===== src/aws_pkg.sv =====
package aws_pkg;

  // Field widths
  localparam int unsigned SampleW = 16;
  localparam int unsigned LenW    = 24;
  localparam int unsigned SumW    = 54;
  localparam int unsigned CountW  = 24;
  localparam int unsigned RmsW    = 24;

  // Divide / root datapath widths
  localparam int unsigned FracW   = 16;               // fraction bits of the mean
  localparam int unsigned DivW    = SumW + FracW;     // dividend bits, one per divide step
  localparam int unsigned MeanW   = 64;               // mean is kept modulo 2^64
  localparam int unsigned RootW   = MeanW / 2;        // one root bit per step
  localparam int unsigned RemW    = RootW + 2;        // partial remainder
  localparam int unsigned StepW   = $clog2(DivW);

  localparam logic [StepW-1:0] DivLast  = StepW'(DivW - 1);
  localparam logic [StepW-1:0] RootLast = StepW'(RootW - 1);

  // Sample limits and reset values
  localparam logic signed [SampleW-1:0] Int16Min = 16'sh8000;
  localparam logic signed [SampleW-1:0] Int16Max = 16'sh7FFF;
  localparam logic [LenW-1:0]           LenReset = 24'd48000;

  typedef enum logic [2:0] {
    StIdle,
    StAcc,
    StDiv,
    StRoot,
    StDone
  } state_e;

endpackage


===== src/audio_window_stats_unit.sv =====
// A sample that does not close a window is captured in StIdle and accumulated in StAcc.
// A window-closing sample then passes StDiv, StRoot and StDone up to the result register:
// 70 restoring-divide steps and 32 square-root steps, all on one shared 34-bit subtractor.
// A new sample is taken only once the last one is accumulated (ready only in StIdle); a
// new window may start while the previous result still waits in the output register.
// Reset (rst_ni low, async): window length 48000, accumulators cleared, no result pending.
module audio_window_stats_unit (
  input  logic                                 clk_i,
  input  logic                                 rst_ni,
  // configuration: window length
  input  logic                                 cfg_we_i,
  input  logic [aws_pkg::LenW-1:0]             cfg_wdata_i,
  // sample request channel
  input  logic                                 in_valid_i,
  output logic                                 in_ready_o,
  input  logic signed [aws_pkg::SampleW-1:0]   sample_i,
  // result request channel
  output logic                                 out_valid_o,
  input  logic                                 out_ready_i,
  output logic [aws_pkg::RmsW-1:0]             rms_value_o,
  output logic signed [aws_pkg::SampleW-1:0]   peak_high_o,
  output logic signed [aws_pkg::SampleW-1:0]   peak_low_o,
  output logic [aws_pkg::CountW-1:0]           crossing_count_o
);

  // ---------------------------------------------------------------------------
  // Registers
  // ---------------------------------------------------------------------------
  aws_pkg::state_e state_q, state_d;

  logic [aws_pkg::LenW-1:0]            len_q;
  logic signed [aws_pkg::SampleW-1:0]  sample_q;

  // window accumulators
  logic [aws_pkg::SumW-1:0]            sum_q, sum_d;
  logic [aws_pkg::CountW-1:0]          seen_q, seen_d;
  logic signed [aws_pkg::SampleW-1:0]  max_q, max_d;
  logic signed [aws_pkg::SampleW-1:0]  min_q, min_d;
  logic [aws_pkg::CountW-1:0]          cross_q, cross_d;
  logic                                prev_neg_q, prev_neg_d;

  // shared divide / root datapath
  logic [aws_pkg::DivW-1:0]            work_q, work_d;   // dividend in, quotient out
  logic [aws_pkg::RemW-1:0]            rem_q, rem_d;
  logic [aws_pkg::RootW-1:0]           root_q, root_d;
  logic [aws_pkg::StepW-1:0]           step_q, step_d;

  // result register
  logic                                out_valid_q, out_valid_d;
  logic [aws_pkg::RmsW-1:0]            rms_q, rms_d;
  logic signed [aws_pkg::SampleW-1:0]  peak_high_q, peak_high_d;
  logic signed [aws_pkg::SampleW-1:0]  peak_low_q, peak_low_d;
  logic [aws_pkg::CountW-1:0]          count_q, count_d;

  // ---------------------------------------------------------------------------
  // Combinational helpers
  // ---------------------------------------------------------------------------
  logic                                in_fire;
  logic                                load_result;
  logic [aws_pkg::LenW-1:0]            len_eff;     // zero length acts as one
  logic                                win_end;
  logic                                neg;
  logic [aws_pkg::SampleW-1:0]         mag;
  logic [2*aws_pkg::SampleW-1:0]       square;
  logic [aws_pkg::SumW-1:0]            sum_new;

  // shared subtractor
  logic [aws_pkg::RemW-1:0]            sub_a, sub_b;
  logic [aws_pkg::RemW:0]              sub_diff;
  logic                                sub_borrow;
  logic [aws_pkg::LenW:0]              div_rem_sh;  // remainder shifted, next dividend bit in
  logic [aws_pkg::RemW-1:0]            root_rem_sh; // remainder shifted, next two bits in

  assign in_ready_o  = (state_q == aws_pkg::StIdle);
  assign in_fire     = in_valid_i & in_ready_o;
  assign load_result = (state_q == aws_pkg::StDone) & (~out_valid_q | out_ready_i);

  assign len_eff = (len_q == '0) ? aws_pkg::LenW'(1) : len_q;
  // window closes once the count (plus this sample) reaches the length; also
  // covers a length lowered below the current count
  assign win_end = ({1'b0, seen_q} + (aws_pkg::LenW+1)'(1)) >= {1'b0, len_eff};

  assign neg     = sample_q[aws_pkg::SampleW-1];
  assign mag     = neg ? (-sample_q) : sample_q;   // -32768 maps to 0x8000
  assign square  = mag * mag;
  assign sum_new = sum_q + aws_pkg::SumW'(square);

  assign div_rem_sh  = {rem_q[aws_pkg::LenW-1:0], work_q[aws_pkg::DivW-1]};
  assign root_rem_sh = {rem_q[aws_pkg::RemW-3:0], work_q[aws_pkg::MeanW-1 -: 2]};

  // operand select: divide compares against the length, root against the trial value
  always_comb begin
    if (state_q == aws_pkg::StDiv) begin
      sub_a = aws_pkg::RemW'(div_rem_sh);
      sub_b = aws_pkg::RemW'(len_eff);
    end else begin
      sub_a = root_rem_sh;
      sub_b = {root_q, 2'b01};
    end
  end

  assign sub_diff   = {1'b0, sub_a} - {1'b0, sub_b};
  assign sub_borrow = sub_diff[aws_pkg::RemW];

  // ---------------------------------------------------------------------------
  // Sequencer: next state
  // ---------------------------------------------------------------------------
  always_comb begin
    state_d = state_q;
    case (state_q)
      aws_pkg::StIdle: begin
        if (in_fire) state_d = aws_pkg::StAcc;
      end
      aws_pkg::StAcc: begin
        state_d = win_end ? aws_pkg::StDiv : aws_pkg::StIdle;
      end
      aws_pkg::StDiv: begin
        if (step_q == aws_pkg::DivLast) state_d = aws_pkg::StRoot;
      end
      aws_pkg::StRoot: begin
        if (step_q == aws_pkg::RootLast) state_d = aws_pkg::StDone;
      end
      aws_pkg::StDone: begin
        if (load_result) state_d = aws_pkg::StIdle;
      end
      default: state_d = aws_pkg::StIdle;
    endcase
  end

  // ---------------------------------------------------------------------------
  // Sequencer: datapath controls
  // ---------------------------------------------------------------------------
  always_comb begin
    sum_d       = sum_q;
    seen_d      = seen_q;
    max_d       = max_q;
    min_d       = min_q;
    cross_d     = cross_q;
    prev_neg_d  = prev_neg_q;
    work_d      = work_q;
    rem_d       = rem_q;
    root_d      = root_q;
    step_d      = step_q;
    out_valid_d = out_valid_q & ~out_ready_i;
    rms_d       = rms_q;
    peak_high_d = peak_high_q;
    peak_low_d  = peak_low_q;
    count_d     = count_q;

    case (state_q)
      aws_pkg::StAcc: begin
        sum_d      = sum_new;
        prev_neg_d = neg;
        if (sample_q > max_q) max_d = sample_q;
        if (sample_q < min_q) min_d = sample_q;
        // first sample of a window never counts as a crossing
        if ((seen_q != '0) && (neg != prev_neg_q)) cross_d = cross_q + aws_pkg::CountW'(1);
        if (win_end) begin
          work_d = {sum_new, aws_pkg::FracW'(0)};
          rem_d  = '0;
          step_d = '0;
        end else begin
          seen_d = seen_q + aws_pkg::CountW'(1);
        end
      end

      // restoring divide, one quotient bit per cycle
      aws_pkg::StDiv: begin
        rem_d  = sub_borrow ? aws_pkg::RemW'(div_rem_sh) : sub_diff[aws_pkg::RemW-1:0];
        work_d = {work_q[aws_pkg::DivW-2:0], ~sub_borrow};
        step_d = step_q + aws_pkg::StepW'(1);
        if (step_q == aws_pkg::DivLast) begin
          rem_d  = '0;
          root_d = '0;
          step_d = '0;
        end
      end

      // digit-by-digit square root of the low 64 quotient bits, one root bit per cycle
      aws_pkg::StRoot: begin
        rem_d  = sub_borrow ? root_rem_sh : sub_diff[aws_pkg::RemW-1:0];
        root_d = {root_q[aws_pkg::RootW-2:0], ~sub_borrow};
        work_d = {work_q[aws_pkg::DivW-3:0], 2'b00};
        step_d = step_q + aws_pkg::StepW'(1);
      end

      aws_pkg::StDone: begin
        if (load_result) begin
          out_valid_d = 1'b1;
          rms_d       = root_q[aws_pkg::RmsW-1:0];
          peak_high_d = max_q;
          peak_low_d  = min_q;
          count_d     = cross_q;
          // open the next window
          sum_d       = '0;
          seen_d      = '0;
          max_d       = aws_pkg::Int16Min;
          min_d       = aws_pkg::Int16Max;
          cross_d     = '0;
          prev_neg_d  = 1'b0;
        end
      end

      default: begin
      end
    endcase
  end

  // ---------------------------------------------------------------------------
  // State and accumulators
  // ---------------------------------------------------------------------------
  always_ff @(posedge clk_i or negedge rst_ni) begin
    if (!rst_ni) begin
      state_q     <= aws_pkg::StIdle;
      len_q       <= aws_pkg::LenReset;
      sum_q       <= '0;
      seen_q      <= '0;
      max_q       <= aws_pkg::Int16Min;
      min_q       <= aws_pkg::Int16Max;
      cross_q     <= '0;
      prev_neg_q  <= 1'b0;
      step_q      <= '0;
      out_valid_q <= 1'b0;
    end else begin
      state_q     <= state_d;
      if (cfg_we_i) len_q <= cfg_wdata_i;   // accumulators are kept on a length change
      sum_q       <= sum_d;
      seen_q      <= seen_d;
      max_q       <= max_d;
      min_q       <= min_d;
      cross_q     <= cross_d;
      prev_neg_q  <= prev_neg_d;
      step_q      <= step_d;
      out_valid_q <= out_valid_d;
    end
  end

  // payload registers
  always_ff @(posedge clk_i) begin
    if (in_fire) sample_q <= sample_i;
    work_q      <= work_d;
    rem_q       <= rem_d;
    root_q      <= root_d;
    rms_q       <= rms_d;
    peak_high_q <= peak_high_d;
    peak_low_q  <= peak_low_d;
    count_q     <= count_d;
  end

  assign out_valid_o      = out_valid_q;
  assign rms_value_o      = rms_q;
  assign peak_high_o      = peak_high_q;
  assign peak_low_o       = peak_low_q;
  assign crossing_count_o = count_q;

endmodule

===== config.mk =====
export PLATFORM = sky130hd
export DESIGN_NAME = audio_window_stats_unit
export DESIGN_NICKNAME = d
export VERILOG_FILES = /design/src/aws_pkg.sv /design/src/audio_window_stats_unit.sv
export SDC_FILE = /design/constraint.sdc
export NUM_CORES = 1
export LEC_CHECK = 0
export BUFFER_PORTS_ARGS = -buffer_cell sky130_fd_sc_hd__buf_2
export CAP_MARGIN = 5
export CORE_ASPECT_RATIO = 1.75
export CORE_MARGIN = 3
export CORE_UTILIZATION = 60
export CTS_CLUSTER_DIAMETER = 200
export DETAILED_ROUTE_END_ITERATION = 8
export GPL_TIMING_DRIVEN = 0
export PLACE_DENSITY_LB_ADDON = 0.12
export SLEW_MARGIN = 0
export SYNTH_ARGS = -nofsm -noshare
export SYNTH_HDL_FRONTEND = slang
export SYNTH_SLANG_ARGS = --single-unit

===== constraint.sdc =====
create_clock -name clk_i -period 15.4 [get_ports clk_i]
set_input_delay 3.08 -clock clk_i [delete_from_list [all_inputs] [get_ports clk_i]]
set_output_delay 3.08 -clock clk_i [all_outputs]
set_load 0.1 [all_outputs]

# Word level (Yosys, flattened, before mapping)
# Cells that the tools add are included.
# totals
memories	0
wordCells	107
inputBits	45
output_inout_bits	82
romBits	0
mem_bits_rw	0
regBits	400
latch_bits	0
# op_classes
n_bitwise	7
n_reduce_logical	16
n_mul	1
shifts	0
n_eq_ne	16
addsub	7
n_mux	39
div_mod_pow	0
magnitude_cmp	3
# ops
cell	count
70-bit one-hot mux with 3 select lines	1
32-bit two-way mux	5
54-bit one-hot mux with 2 select lines	1
24-bit two-way mux	4
24-bit one-hot mux with 2 select lines	2
32-bit one-hot mux with 3 select lines	1
16-bit two-way mux	5
70-bit two-way mux	1
34-bit two-way mux	2
16-bit one-hot mux with 2 select lines	2
32-bit one-hot mux with 2 select lines	1
54-bit by 32-bit adder with 54-bit output	1
54-bit two-way mux	1
24-bit by 1-bit adder with 24-bit output (second input constant)	2
34-bit by 34-bit subtractor with 35-bit output	1
16-bit by 16-bit multiplier with 32-bit output	1
24-bit by 1-bit adder with 25-bit output (second input constant)	1
25-bit by 24-bit >= comparator with 1-bit output	1
24-bit zero test	1
24-bit nonzero test	1
7-bit one-hot mux with 3 select lines	1
16-bit > comparator	1
16-bit < comparator	1
16-bit negation	1
other kinds (25)	50

# Depth between registers and ports, before layout
# Gate-level depths: netlist of the first run.
# depth
ltp_word	7
ltp_mapped	36
ltp_nobuf	32

# Worst setup path after synthesis of the first run
# Ideal clock, no wire load.
# synth_timing
path_kind	register to register
startpoint	register sample_q[0] (netlist name)
endpoint	register work_q[64] (netlist name) (data pin)
t_required_ns	15.141
setup_time_ns	0.259
stages_incl_launch_ff	33
setup_slack_ns	7.293
period_less_slack_ns	8.107
arrival_ns	7.848
n_path_buf	2
path_cell_list	edfxtp_1 -> buf_2 -> inv_1 -> clkbuf_1 -> ha_1 -> nand3_1 -> o21ai_0 -> nand2_1 -> o41ai_1 -> xnor2_1 -> clkinv_1 -> nand2_1 -> inv_1 -> ha_1 -> xnor2_1 -> fa_1 -> inv_1 -> fa_1 -> fa_1 -> fa_1 -> inv_1 -> fa_1 -> inv_1 -> ha_1 -> nand2_1 -> o21ai_1 -> a21oi_1 -> o21a_1 -> a31o_2 -> a211oi_4 -> o21ai_1 -> o21a_1 -> o31a_1
# synth_via
elab_chain_len	6
# synth_lines
item	line_no	source
from (decl)	audio_window_stats_unit.sv:32	logic signed [aws_pkg::SampleW-1:0] sample_q;
from (signal assigned)	audio_window_stats_unit.sv:240	if (in_fire) sample_q <= sample_i;
16-bit negation	audio_window_stats_unit.sv:84	assign mag = neg ? (-sample_q) : sample_q;
16-bit two-way mux *	audio_window_stats_unit.sv:84	
16-bit by 16-bit multiplier with 32-bit output *	audio_window_stats_unit.sv:85	assign square = mag * mag;
54-bit by 32-bit adder with 54-bit output *	audio_window_stats_unit.sv:86	assign sum_new = sum_q + aws_pkg::SumW'(square);
70-bit two-way mux *	audio_window_stats_unit.sv:158	if (win_end) begin
70-bit one-hot mux with 3 select lines *	audio_window_stats_unit.sv:150	case (state_q)
named net work_d (one bit)	audio_window_stats_unit.sv:43	logic [aws_pkg::DivW-1:0] work_q, work_d;
to (signal assigned)	audio_window_stats_unit.sv:241	work_q <= work_d;
to (decl)	audio_window_stats_unit.sv:43	
# Mark *: on every way through the listed nets, which the timed path passes. The rest lies on a longest branch. The select of a mux whose other input is x is not followed.
# A chain may end at the register's enable or synchronous reset.

# Worst setup path in the final report of the first run
# layout_timing
startpoint	register sample_q[0] (netlist name)
endpoint	register work_q[61] (netlist name) (data pin)
# Same word-level chain as after synthesis.

==> results.json, run 1 <==
{
  "clkSinkCount": 400,
  "cp_common_cell": "fa_1",
  "setup_viol": 0,
  "wl_per_cell_um": 21.2,
  "slew_headroom_pct": 8.77,
  "worst_path_max_delay_cell": "clkinv_1",
  "clockBufferDepth": 3,
  "arrival_ps": 10680,
  "initial_core_util_pct": 61.0,
  "cp-start-kind": "flop",
  "hold_violations": 0,
  "synth_top_cell_area_share_pct": 23.2,
  "yosysSeqAreaShare_pct": 37.5,
  "hold_path_class": "reg -> reg",
  "track_usage_pct": 31.6,
  "worst_skew_pair.late_latency_ps": 570,
  "cts_setup_buffers": 0,
  "clk_pin_slew_ps": 70,
  "netlist_instances": 3065,
  "critical_path_class": "reg -> reg",
  "antenna_left": 0,
  "critPathMaxStageDelay_ps": 730,
  "synth_cell_types": 91,
  "final_nets": 3690,
  "ios": 127,
  "port_buffers": 125,
  "die_x_um": 174,
  "area_delta_synth_final_pct": 10.1,
  "synth_common_cells": "inv_1, nand2_1, edfxtp_1, ha_1, fa_1",
  "rsz0062_at_grt": "no",
  "grt_max_degree": 89,
  "dpl.hpwl_um": 65700,
  "dr.pass1.iters": 8,
  "cts_tree": "yes",
  "yosysTopAreaCell": "edfxtp_1",
  "yosysMostFrequentCell": "inv_1",
  "antenna_found_initial": 0,
  "postCtsHoldBufs": 0,
  "netlist_area_um2": 29800,
  "multi_input_area_um2": 16400,
  "grt_pass1_wl_um": 131000,
  "die_area_um2": 52500,
  "status": "finished, final reports clean",
  "ys_warn_count": 0,
  "synth_edf_count": 230,
  "layout-drive-gt1-share_pct": 8.88,
  "drc": 0,
  "totalWireLength_um": 83500,
  "cts_root_buf": "clkbuf_16",
  "cp.required_ps": 15690,
  "grt_overflow": 0,
  "cts.repair.resized": 0,
  "syn_avg_cell_area_um2": 9.72,
  "period_minus_slack_ps": 10380,
  "yosys_register_bits": 400,
  "fin_hold_ws_ps": 469,
  "fill_cells": 3956,
  "crit_family": "adder cells",
  "finalCritPeriodShare_pct": 67.4,
  "crit_fanout": 11,
  "place.gp.congestion": 0.971,
  "worstMarginPinSlew_ps": 1360,
  "end_kind": "flop",
  "max_freq_mhz": 96.3,
  "tns_ps": 0,
  "rows": 107,
  "cp.buffers_inverters": 9,
  "viasPerCell": 5.95,
  "final_util_pct": 67.1,
  "h-tree-depth": 2,
  "post_dp_cell_area_um2": 31500,
  "numCtsBuffers": 39,
  "drv_cap": 0,
  "synth_flop_cell": "edfxtp_1",
  "seqCellArea_um2": 11200,
  "synth_area_leaders": "edfxtp_1, fa_1, dfrtp_1, ha_1, inv_1",
  "stdcell_area_um2": 32800,
  "die_h_um": 301,
  "skew_ps": 38.6,
  "drtIter0Drc": 1592,
  "diodes": 0,
  "vias": 23400,
  "synthArstFlopShare_pct": 42.5,
  "core_um2": 48900,
  "grt_pass1_vias": 24600,
  "final_max_slew_viol_count": 0
}
## kinds of logic after synthesis
group / synth area share, %
simple gates: 14.0
buf+inv: 7.54
compound gates: 12.5
flops: 37.5
fa+ha+maj: 21.6
xor+xnor: 3.91
mux: 2.94
other cells: 0.0252
## final timing paths
check	from	endpoint	slack [ps]	depth (start not counted)
max in group asynchronous	rst_ni	sum_q[21]	11950	2
worst min-delay path	min_q[15]	peak_low_o[15]	470	0
worst min register to register	min_q[15]	peak_low_o[15]	470	0
worst max-delay path	sample_q[0]	work_q[61]	5020	32
worst max register to register	sample_q[0]	work_q[61]	5020	32
min in group asynchronous	rst_ni	len_q[0]	2490	1
## worst register-to-register path: cells and delay by family (launching register included)
family | cells | cell delay, ps
buffers and inverters | 9 | 2280
xor gates and xnor gates | 2 | 790
AOI/OAI and AO/OA | 8 | 2280
DFF | 1 | 460
and+or+nand+nor | 5 | 710
adders and majority gates | 8 | 3620
## registers in the layout, indices dropped and copies added (netlist names)
register,flops
work_q,70
sum_q,54
rem_q,32
root_q,32
cross_q,24
crossing_count_o,24
len_q,24
rms_value_o,24
seen_q,24
max_q,16
min_q,16
peak_high_o,16
peak_low_o,16
sample_q,16
step_q,7
state_q,3
out_valid_o,1
prev_neg_q,1
## layout by cell type (no fill, tap or decap), types with 103 or more instances in the layout
cell      synthesis  routed
inv_1           440     440
nand2_1         350     350
edfxtp_1        230     230
ha_1            201     201
fa_1            196     196
o21ai_0         170     170
nor2_1          169     168
dfrtp_1         147     147
a21oi_1         144     144
buf_2            17     141
clkbuf_1         99     107
nand3_1         103     103
## per-layer routing
layer	up-vias	global-route usage, %	routed length [µm]
met5	-	0	0
met4	0	19.7	6080
met3	288	3.09	3290
met2	775	59.7	44700
met1	11600	33.6	29400
li1	10800	-	-
## through the flow
stage,setup WS (ps),instances
6_report,5020,3932
5_1_grt,4600,3932
2_1_floorplan,7290,3074
4_1_cts,5050,3932
3_3_place_gp,5220,3853
3_5_place_dp,5160,3861
## area by class of cell
cell class,count,area share [%]
timing repair buffer,133,2.50
clock buffer,52,3.25
inverter,449,5.14
tap,654,2.49
sequential,400,34.1
buffer,132,1.73
multi-input combinational,2093,50.1
clock inverter,19,0.732
Power of run 1 is not shown: default switching activity piles up to over one toggle a cycle in this logic, so the estimate is an artifact.
==> run 2, diff against run 1 <==
CORE_UTILIZATION = 57   (was 60)
clock period = 9 ns   (was 15.4 ns; I/O delays follow)
==> run 2 against run 1 <==
Routed wire length grew 0.66%. Clock skew shrank 5.2 ps. Worst hold slack lost 17 ps. Critical path type unchanged. Largest cell class unchanged.
==> results.json, run 2 (same netlist as run 1, synthesis figures left out) <==
{
  "status": "finished, final reports clean",
  "rows": 110,
  "arrival_ps": 9090,
  "area_delta_synth_final_pct": 11.6,
  "clk_pin_slew_ps": 60,
  "cp_common_cell": "fa_1",
  "h-tree-depth": 2,
  "totalWireLength_um": 84000,
  "grt_pass1_vias": 24200,
  "cts_tree": "yes",
  "port_buffers": 125,
  "period_minus_slack_ps": 8670,
  "slew_headroom_pct": 30.2,
  "place.gp.congestion": 0.974,
  "ios": 127,
  "grt_overflow": 0,
  "skew_ps": 33.4,
  "worst_skew_pair.late_latency_ps": 580,
  "reg.largest.list": "work_q (70), sum_q (54)",
  "dr.pass1.iters": 6,
  "wl_per_cell_um": 21.2,
  "final_nets": 3704,
  "grt_max_degree": 89,
  "largest_register": "work_q",
  "final_cell_mix": "inv_1, nand2_1, edfxtp_1, ha_1, fa_1",
  "end_kind": "flop",
  "die_x_um": 179,
  "clockBufferDepth": 3,
  "cts_root_buf": "clkbuf_16",
  "crit_fanout": 10,
  "vias": 23300,
  "clkSinkCount": 400,
  "dp.cells": 3879,
  "fin_hold_ws_ps": 452,
  "worst_path_max_delay_cell": "fa_1",
  "track_usage_pct": 30.6,
  "fin_cells": 3967,
  "numCtsBuffers": 40,
  "final_common_cell": "inv_1",
  "core_um2": 51600,
  "worstMarginPinSlew_ps": 1040,
  "antenna_found_initial": 1,
  "largest_register_ffs": 70,
  "die_h_um": 309,
  "drtIter0Drc": 1505,
  "cp-start-kind": "flop",
  "drc": 0,
  "viasPerCell": 5.88,
  "hold_path_class": "reg -> reg",
  "finalCritPeriodShare_pct": 96.4,
  "max_freq_mhz": 115,
  "critical_path_class": "reg -> reg",
  "setup_viol": 0,
  "drv_cap": 0,
  "layout-drive-gt1-share_pct": 10.4,
  "antenna_left": 0,
  "critPathMaxStageDelay_ps": 550,
  "final_max_slew_viol_count": 0,
  "dpl.hpwl_um": 66300,
  "grt_pass1_wl_um": 131000,
  "initial_core_util_pct": 57.7,
  "hold_violations": 0,
  "die_area_um2": 55200,
  "cp.required_ps": 9420
}
## run 2: stage by stage
stage / setup TNS [ps] / setup slack (ps) / instance area (µm²) / utilization (%)
final: 0 / 328 / 33300 / 64.4
after global routing: -23.6 / -23.6 / 33300 / 64.4
after floorplan: 0 / 893 / 29800 / -
after CTS: 0 / 27.8 / 33100 / 64.0
after global placement: -50090 / -1230 / 31300 / 60.7
after detailed placement: -58520 / -1290 / 31500 / 61.1
## run 2: final timing paths
path,from,endpoint,slack [ps],cells after the start
worst max-delay path,sample_q[6],work_q[68],330,31
worst min-delay path,min_q[15],peak_low_o[15],450,0
worst max register to register,sample_q[6],work_q[68],330,31
worst min register to register,min_q[15],peak_low_o[15],450,0
max in group asynchronous,rst_ni,sum_q[26],6860,2
min in group asynchronous,rst_ni,cross_q[18],1180,1
## run 2: critical path: cells and delay by family (launching register included)
kind | cells | cell delay, ps
compound gates | 7 | 1760
fa+ha+maj | 7 | 3280
flops | 1 | 540
buf+inv | 7 | 790
simple gates | 8 | 1680
xor+xnor | 2 | 430
## run 2: layer usage
layer	global-route usage [%]	share of wire (%)	wire, µm	up-vias
met4	20.4	8.3	6950	0
met5	0	0	0	-
li1	-	-	-	10800
met1	32.6	35	29300	11500
met3	2.85	3.6	3050	281
met2	56.5	53	44700	740
## run 2: area by class of cell
class | count | area, µm²
flip-flops and latches | 400 | 11200
repair buffers | 147 | 951
diodes | 1 | 2.50
clock buffers | 50 | 1070
inverters | 449 | 1710
clock inverters | 24 | 273
plain buffers | 131 | 581
fillers | 4254 | 18400
multi-input cells | 2093 | 16600
well taps | 672 | 841
## run 2: repair_timing
action | CTS | global route
pin swaps | 2 | 6
setup buffers | 4 | 10
hold buffers | 0 | 0
endpoints found under the setup margin | 77 | 43
resized for setup | 30 | 27
cloned | 0 | 0
Power of run 2 is left out for the same reason.
